File: src/design/hte_pkg.sv
// ----------------------------------------------------------------------------
// hte_pkg
// Shared types and constants for the haze transmission estimator.
// ----------------------------------------------------------------------------
package hte_pkg;

  localparam int MAX_WIDTH       = 2048;
  localparam int MAX_HEIGHT      = 2048;
  localparam int MAX_RADIUS      = 7;
  localparam int RATIO_FRAC_BITS = 12;

  localparam int SLOTS      = 2 * MAX_RADIUS + 1;
  localparam int COL_W      = $clog2(MAX_WIDTH);
  localparam int SLOT_W     = $clog2(SLOTS);
  localparam int ADDR_W     = SLOT_W + COL_W;
  localparam int MEM_DEPTH  = SLOTS * MAX_WIDTH;
  localparam int SHIFT_W    = 8 + RATIO_FRAC_BITS;
  localparam int QUO_W      = 8 + SHIFT_W;
  localparam int DEN_W      = 16;

  // configuration register indexes
  localparam logic [2:0] REG_FRAME_WIDTH  = 3'd0;
  localparam logic [2:0] REG_FRAME_HEIGHT = 3'd1;
  localparam logic [2:0] REG_RADIUS       = 3'd2;
  localparam logic [2:0] REG_KEEP         = 3'd3;
  localparam logic [2:0] REG_AIR_BLUE     = 3'd4;
  localparam logic [2:0] REG_AIR_GREEN    = 3'd5;
  localparam logic [2:0] REG_AIR_RED      = 3'd6;

  localparam logic OP_PIXEL = 1'b0;
  localparam logic OP_DRAIN = 1'b1;

  // one stage of the restoring divider chain
  typedef struct packed {
    logic             valid;
    logic [DEN_W-1:0] den;
    logic [DEN_W-1:0] rem;
    logic [QUO_W-1:0] num;
    logic [QUO_W-1:0] quo;
  } div_stage_t;

endpackage

File: src/design/hte_div_cell.sv
// ----------------------------------------------------------------------------
// hte_div_cell
// One restoring division step: takes one dividend bit, passes to neighbor.
// ----------------------------------------------------------------------------
module hte_div_cell (
  input  logic               clk,
  input  logic               rst,
  input  hte_pkg::div_stage_t stage_in,
  output hte_pkg::div_stage_t stage_out
);
  import hte_pkg::*;

  logic [DEN_W:0]   trial;
  logic             qbit;
  logic [DEN_W-1:0] rem_next;

  always_comb begin
    trial = {stage_in.rem, stage_in.num[QUO_W-1]};
    qbit  = (trial >= {1'b0, stage_in.den});
    if (qbit) begin
      rem_next = DEN_W'(trial - {1'b0, stage_in.den});
    end else begin
      rem_next = trial[DEN_W-1:0];
    end
  end

  always_ff @(posedge clk) begin
    if (rst) begin
      stage_out.valid <= 1'b0;
    end else begin
      stage_out.valid <= stage_in.valid;
    end
    stage_out.den <= stage_in.den;
    stage_out.rem <= rem_next;
    stage_out.num <= {stage_in.num[QUO_W-2:0], 1'b0};
    stage_out.quo <= {stage_in.quo[QUO_W-2:0], qbit};
  end

endmodule

File: src/design/hte_divider.sv
// ----------------------------------------------------------------------------
// hte_divider
// Row of division cells, one quotient bit per cell, a new word each cycle.
// ----------------------------------------------------------------------------
module hte_divider (
  input  logic                    clk,
  input  logic                    rst,
  input  logic                    in_valid,
  input  logic [hte_pkg::QUO_W-1:0] in_num,
  input  logic [hte_pkg::DEN_W-1:0] in_den,
  output logic                    out_valid,
  output logic [hte_pkg::QUO_W-1:0] out_quo
);
  import hte_pkg::*;

  div_stage_t chain [0:QUO_W];

  always_comb begin
    chain[0].valid = in_valid;
    chain[0].den   = in_den;
    chain[0].rem   = '0;
    chain[0].num   = in_num;
    chain[0].quo   = '0;
  end

  for (genvar i = 0; i < QUO_W; i++) begin : g_cell
    hte_div_cell u_cell (
      .clk       (clk),
      .rst       (rst),
      .stage_in  (chain[i]),
      .stage_out (chain[i+1])
    );
  end

  assign out_valid = chain[QUO_W].valid;
  assign out_quo   = chain[QUO_W].quo;

endmodule
File: config.mk
export PLATFORM = sky130hd
export DESIGN_NAME = hte_divider
export DESIGN_NICKNAME = d
export VERILOG_FILES = /design/src/design/hte_pkg.sv /design/src/design/hte_div_cell.sv /design/src/design/hte_divider.sv
export SDC_FILE = /design/constraint.sdc
export NUM_CORES = 2
export LEC_CHECK = 0
export BUFFER_PORTS_ARGS = -buffer_cell sky130_fd_sc_hd__buf_2
export CAP_MARGIN = 0
export CORE_MARGIN = 5
export CORE_UTILIZATION = 50
export CTS_CLUSTER_DIAMETER = 40
export DETAILED_ROUTE_END_ITERATION = 6
export GPL_ROUTABILITY_DRIVEN = 1
export MAX_ROUTING_LAYER = met4
export PLACE_DENSITY = 0.77
export SLEW_MARGIN = 10
export SYNTH_ARGS = -nofsm -noshare
export SYNTH_HDL_FRONTEND = slang
export SYNTH_HIERARCHICAL = 1
export SYNTH_SLANG_ARGS = --single-unit
export TNS_END_PERCENT = 20
File: constraint.sdc
create_clock -name clk -period 8 [get_ports clk]
set_clock_uncertainty 0.15 [all_clocks]
set_input_delay 0.8 -clock clk [delete_from_list [all_inputs] [get_ports clk]]
set_output_delay 0.8 -clock clk [all_outputs]
set_load 0.02 [all_outputs]
# Word-level counts from Yosys, hierarchy flattened
# Index checks and enable logic that the tools add are counted.
[classes]
n_mux = 27
order_cmp = 28
n_addsub = 27
[op_table]
columns = ["cell", "count"]
rows = [
  [">= comparator 17 x 16 -> 1 bit", 27],
  ["2-to-1 mux 16 bit", 26],
  ["subtractor 16 bit", 26],
  [">= comparator 1 x 16 -> 1 bit", 1],
  ["subtractor 1 x 16 -> 16 bit", 1],
  ["2-to-1 mux 1 bit", 1],
]
[word_totals]
inputBits = 47
wordCells = 220
reg_bits = 1676

# Logic depth before layout (Yosys ltp)
[depth]
word_depth = 2
depth_mapped = 12

# Cells and area by module
# Netlist, hierarchy kept.
[modules_own_cells]
columns = ["module", "cells_each", "area_each_um2", "n_inst", "seq_area_each_um2"]
rows = [
  ["hte_div_cell at g_cell[14].u_cell ...", 243, 2955.3, 17, 1761.7],
  ["hte_div_cell at g_cell[0].u_cell ...", 246, 2966.6, 8, 1761.7],
  ["hte_div_cell at g_cell[13].u_cell ...", 249, 2937.8, 2, 1761.7],
  ["hte_div_cell at g_cell[20].u_cell", 251, 2932.8, 1, 1761.7],
  ["hte_divider", 1, 3.8, 1, 0.0],
]

# Worst setup path after synthesis
# No wires, ideal clock.
[synth_path]
kind = "in2reg"
from = "input port in_num[27] (netlist name)"
to = "register g_cell[0].u_cell/stage_out[66] (netlist name)"
setup_time_ns = 0.121
stages = 9
setup_slack_ns = 5.264
t_arrival_ns = 2.465
path_cell_list = "inv_1 ha_1 fa_1 nor2b_1 o31a_1 o2111a_1 mux2i_1 nand3_1 mux2_4"
[synth_between]
elab_chain_cells = 1
elab_cells_between_ends = 2
[synth_rtl]
columns = ["element", "line", "source"]
rows = [
  ["from (decl)", "hte_divider.sv:9", "input logic [hte_pkg::QUO_W-1:0] in_num,"],
  ["subtractor 1 x 16 -> 16 bit / >= comparator 1 x 16 -> 1 bit (equally long branches)", "hte_div_cell.sv:21, hte_div_cell.sv:19", ""],
  ["to (decl)", "hte_div_cell.sv:9", "output hte_pkg::div_stage_t stage_out"],
]
# Parallel ways exist; a longest one is shown, timed or not.
# A chain may end at the register's enable or synchronous reset.

# Final worst setup path
[layout_path]
from = "register g_cell[24].u_cell/stage_out[75] (netlist name)"
to = "register g_cell[25].u_cell/stage_out[58] (netlist name)"
[layout_between]
elab_chain_cells = 2
[layout_rtl]
columns = ["element", "line", "source"]
rows = [
  ["from (decl)", "hte_div_cell.sv:9", ""],
  [">= comparator 17 x 16 -> 1 bit", "hte_div_cell.sv:19", "qbit = (trial >= {1'b0, stage_in.den});"],
  ["2-to-1 mux 16 bit", "hte_div_cell.sv:20", "if (qbit) begin"],
  ["via g_cell[25].u_cell.rem_next[2]", "hte_div_cell.sv:15", "logic [DEN_W-1:0] rem_next;"],
  ["to (decl)", "hte_div_cell.sv:9", ""],
]
# The timed path passes the listed nets, and every way through them passes these cells.

==> impl_metrics.tcl <==
set metrics [dict create \
    die_h_um 373 \
    max_freq_mhz 308 \
    final_antenna_net_count 0 \
    cts_resized 0 \
    vdd.ir_drop.worst_v 0.000273 \
    ys_warn_count 6 \
    cts_made_buffers 204 \
    htreeDepth 4 \
    worst_slew_pin_slew_ps 766 \
    finalInstanceArea_um2 75100 \
    min_period_ps 3240 \
    critical_path.startpoint_type "flop" \
    drt_iter0_markers 2525 \
    slew_headroom_pct 48.7 \
    tns_ps 0 \
    core_area_um2 131000 \
    dp_hpwl_mm 99.7 \
    top_register "g_cell.u_cell/stage_out" \
    hold_class "input pin to flop" \
    clock_path_buffers 3 \
    area_delta_synth_final_pct 13.6 \
    drive_gt1_share_pct 14.2 \
    portBuffers 75 \
    maxCapViolCount 0 \
    worstPathArrival_ps 3790 \
    rows 133 \
    setup-violations-final 0 \
    grt_pass1_wl_mm 216 \
    outcome "complete, no violations" \
    syn_area_per_cell_um2 11.2 \
    clock_latency_ps 820 \
    largest_register_ffs 1676 \
    postPlaceCellArea_um2 67400 \
    hold_violations 0 \
    holdPathStages 3 \
    clkTransAtPathRegs_ps 60 \
    initial_core_util_pct 50.2 \
    rsz0062_at_grt "no" \
    clkSinkCount 1676 \
    top_regs "g_cell.u_cell/stage_out x1676" \
    p_per_area_nw_per_um2 480 \
    antenna_found_initial 1 \
    maxSlewViolCount 0 \
    pre_cts_ws_ps 4790 \
    r2r_cells 8 \
    grt_pass1_vias 42200 \
    via_per_inst 5.31 \
    cp-end-kind "flop" \
    totalWireLength_mm 133 \
    routabilityCongestion 0.895 \
    worst_hold_slack_ps 111 \
    required_ps 8550 \
    drc 0 \
    grtUsageTotal_pct 19.2 \
    grt_overflow_total 0 \
    crit_path_max_fanout 11 \
    die_x_um 373 \
    placed_cells 7645 \
    power.leakage_nw 34.8 \
    root_buffer "clkbuf_16" \
    first_pass_iters 5 \
    nets 6662 \
    crit_type "flop to flop" \
    avgRoutedWirePerCell_um 16.5 \
    timing.final.crit_share_pct 40.6 \
    dr_total_vias 42900 \
    syn_inst 5920 \
    grt_max_degree 29 \
    fin_ws_ps 4760 \
    num_io_pins 76 \
    netlist_area_um2 66100 \
    die_area_um2 139000 \
    fin_cells 8075 \
    cts_tree "yes" \
]
==> path summary, 6_finish.rpt <==
path | slack [ps] | from | to
max | 4760 | g_cell[24].u_cell/stage_out[75] | g_cell[25].u_cell/stage_out[58]
min reg2reg | 150 | g_cell[8].u_cell/stage_out[1] | g_cell[9].u_cell/stage_out[2]
min | 110 | in_num[27] | g_cell[0].u_cell/stage_out[56]
max reg2reg | 4760 | g_cell[24].u_cell/stage_out[75] | g_cell[25].u_cell/stage_out[58]
==> metrics by stage <==
step           power [W]  util (%)
2_1_floorplan     0.0242         -
3_3_place_gp      0.0264      51.2
3_5_place_dp      0.0266      51.2
4_1_cts           0.0362      57.1
5_1_grt           0.0383      57.1
6_report          0.0360      57.1
==> per-layer routing <==
layer / part of all wire (%) / global-route usage, % / vias to the layer above
li1: - / - / 21400
met1: 46 / 24.6 / 20200
met2: 46 / 30.5 / 1010
met3: 4.8 / 3.35 / 318
met4: 3.5 / 7.64 / 0
met5: 0 / - / -
==> worst max-delay path, stage by stage (launching register included) <==
cell and delay (ps):
dfxtp_1 370, inv_1 60, ha_1 350, a21o_1 230
o31a_1 390, o2111ai_1 620, and2_1 450, inv_4 170
mux2_4 330
==> area by class of cell <==
| class | instances | area (um^2) |
|---|---|---|
| multi-input combinational | 3567 | 29000 |
| sequential | 1676 | 33600 |
| timing repair buffer | 119 | 816 |
| clock buffer | 236 | 5410 |
| antenna | 2 | 5.00 |
| clock inverter | 148 | 1850 |
| inverter | 572 | 2200 |
| tap | 1755 | 2200 |
| fill | 11000 | 56400 |
==> where the power goes <==
| group | internal, W | total, W | switching, W |
|---|---|---|---|
| Clock | 0.00543 | 0.00932 | 0.00389 |
| Combinational | 0.00710 | 0.0147 | 0.00755 |
| Sequential | 0.0108 | 0.0121 | 0.00123 |
==> cells in the final DEF, fill, tap and decap left out, types with 72 or more instances in the layout <==
cell type and n:
dfxtp_1 1676, xor2_1 84, clkbuf_16 204, o21ai_0 195, nand2_1 152, buf_2 75
nand3_1 194, mux2_4 196, o21a_1 138, ha_1 448, nor2_1 320, a21o_1 144
a211oi_1 72, xnor2_1 150, inv_1 550, o31ai_1 96, nor2b_1 72, a21oi_1 112
mux2_2 80
==> timing repair <==
| item | CTS | global route |
|---|---|---|
| hold buffers | 44 | 0 |
| endpoints found under the hold margin | 44 | 0 |
| setup buffers | 0 | 0 |
(Power assumes the default switching activity.)
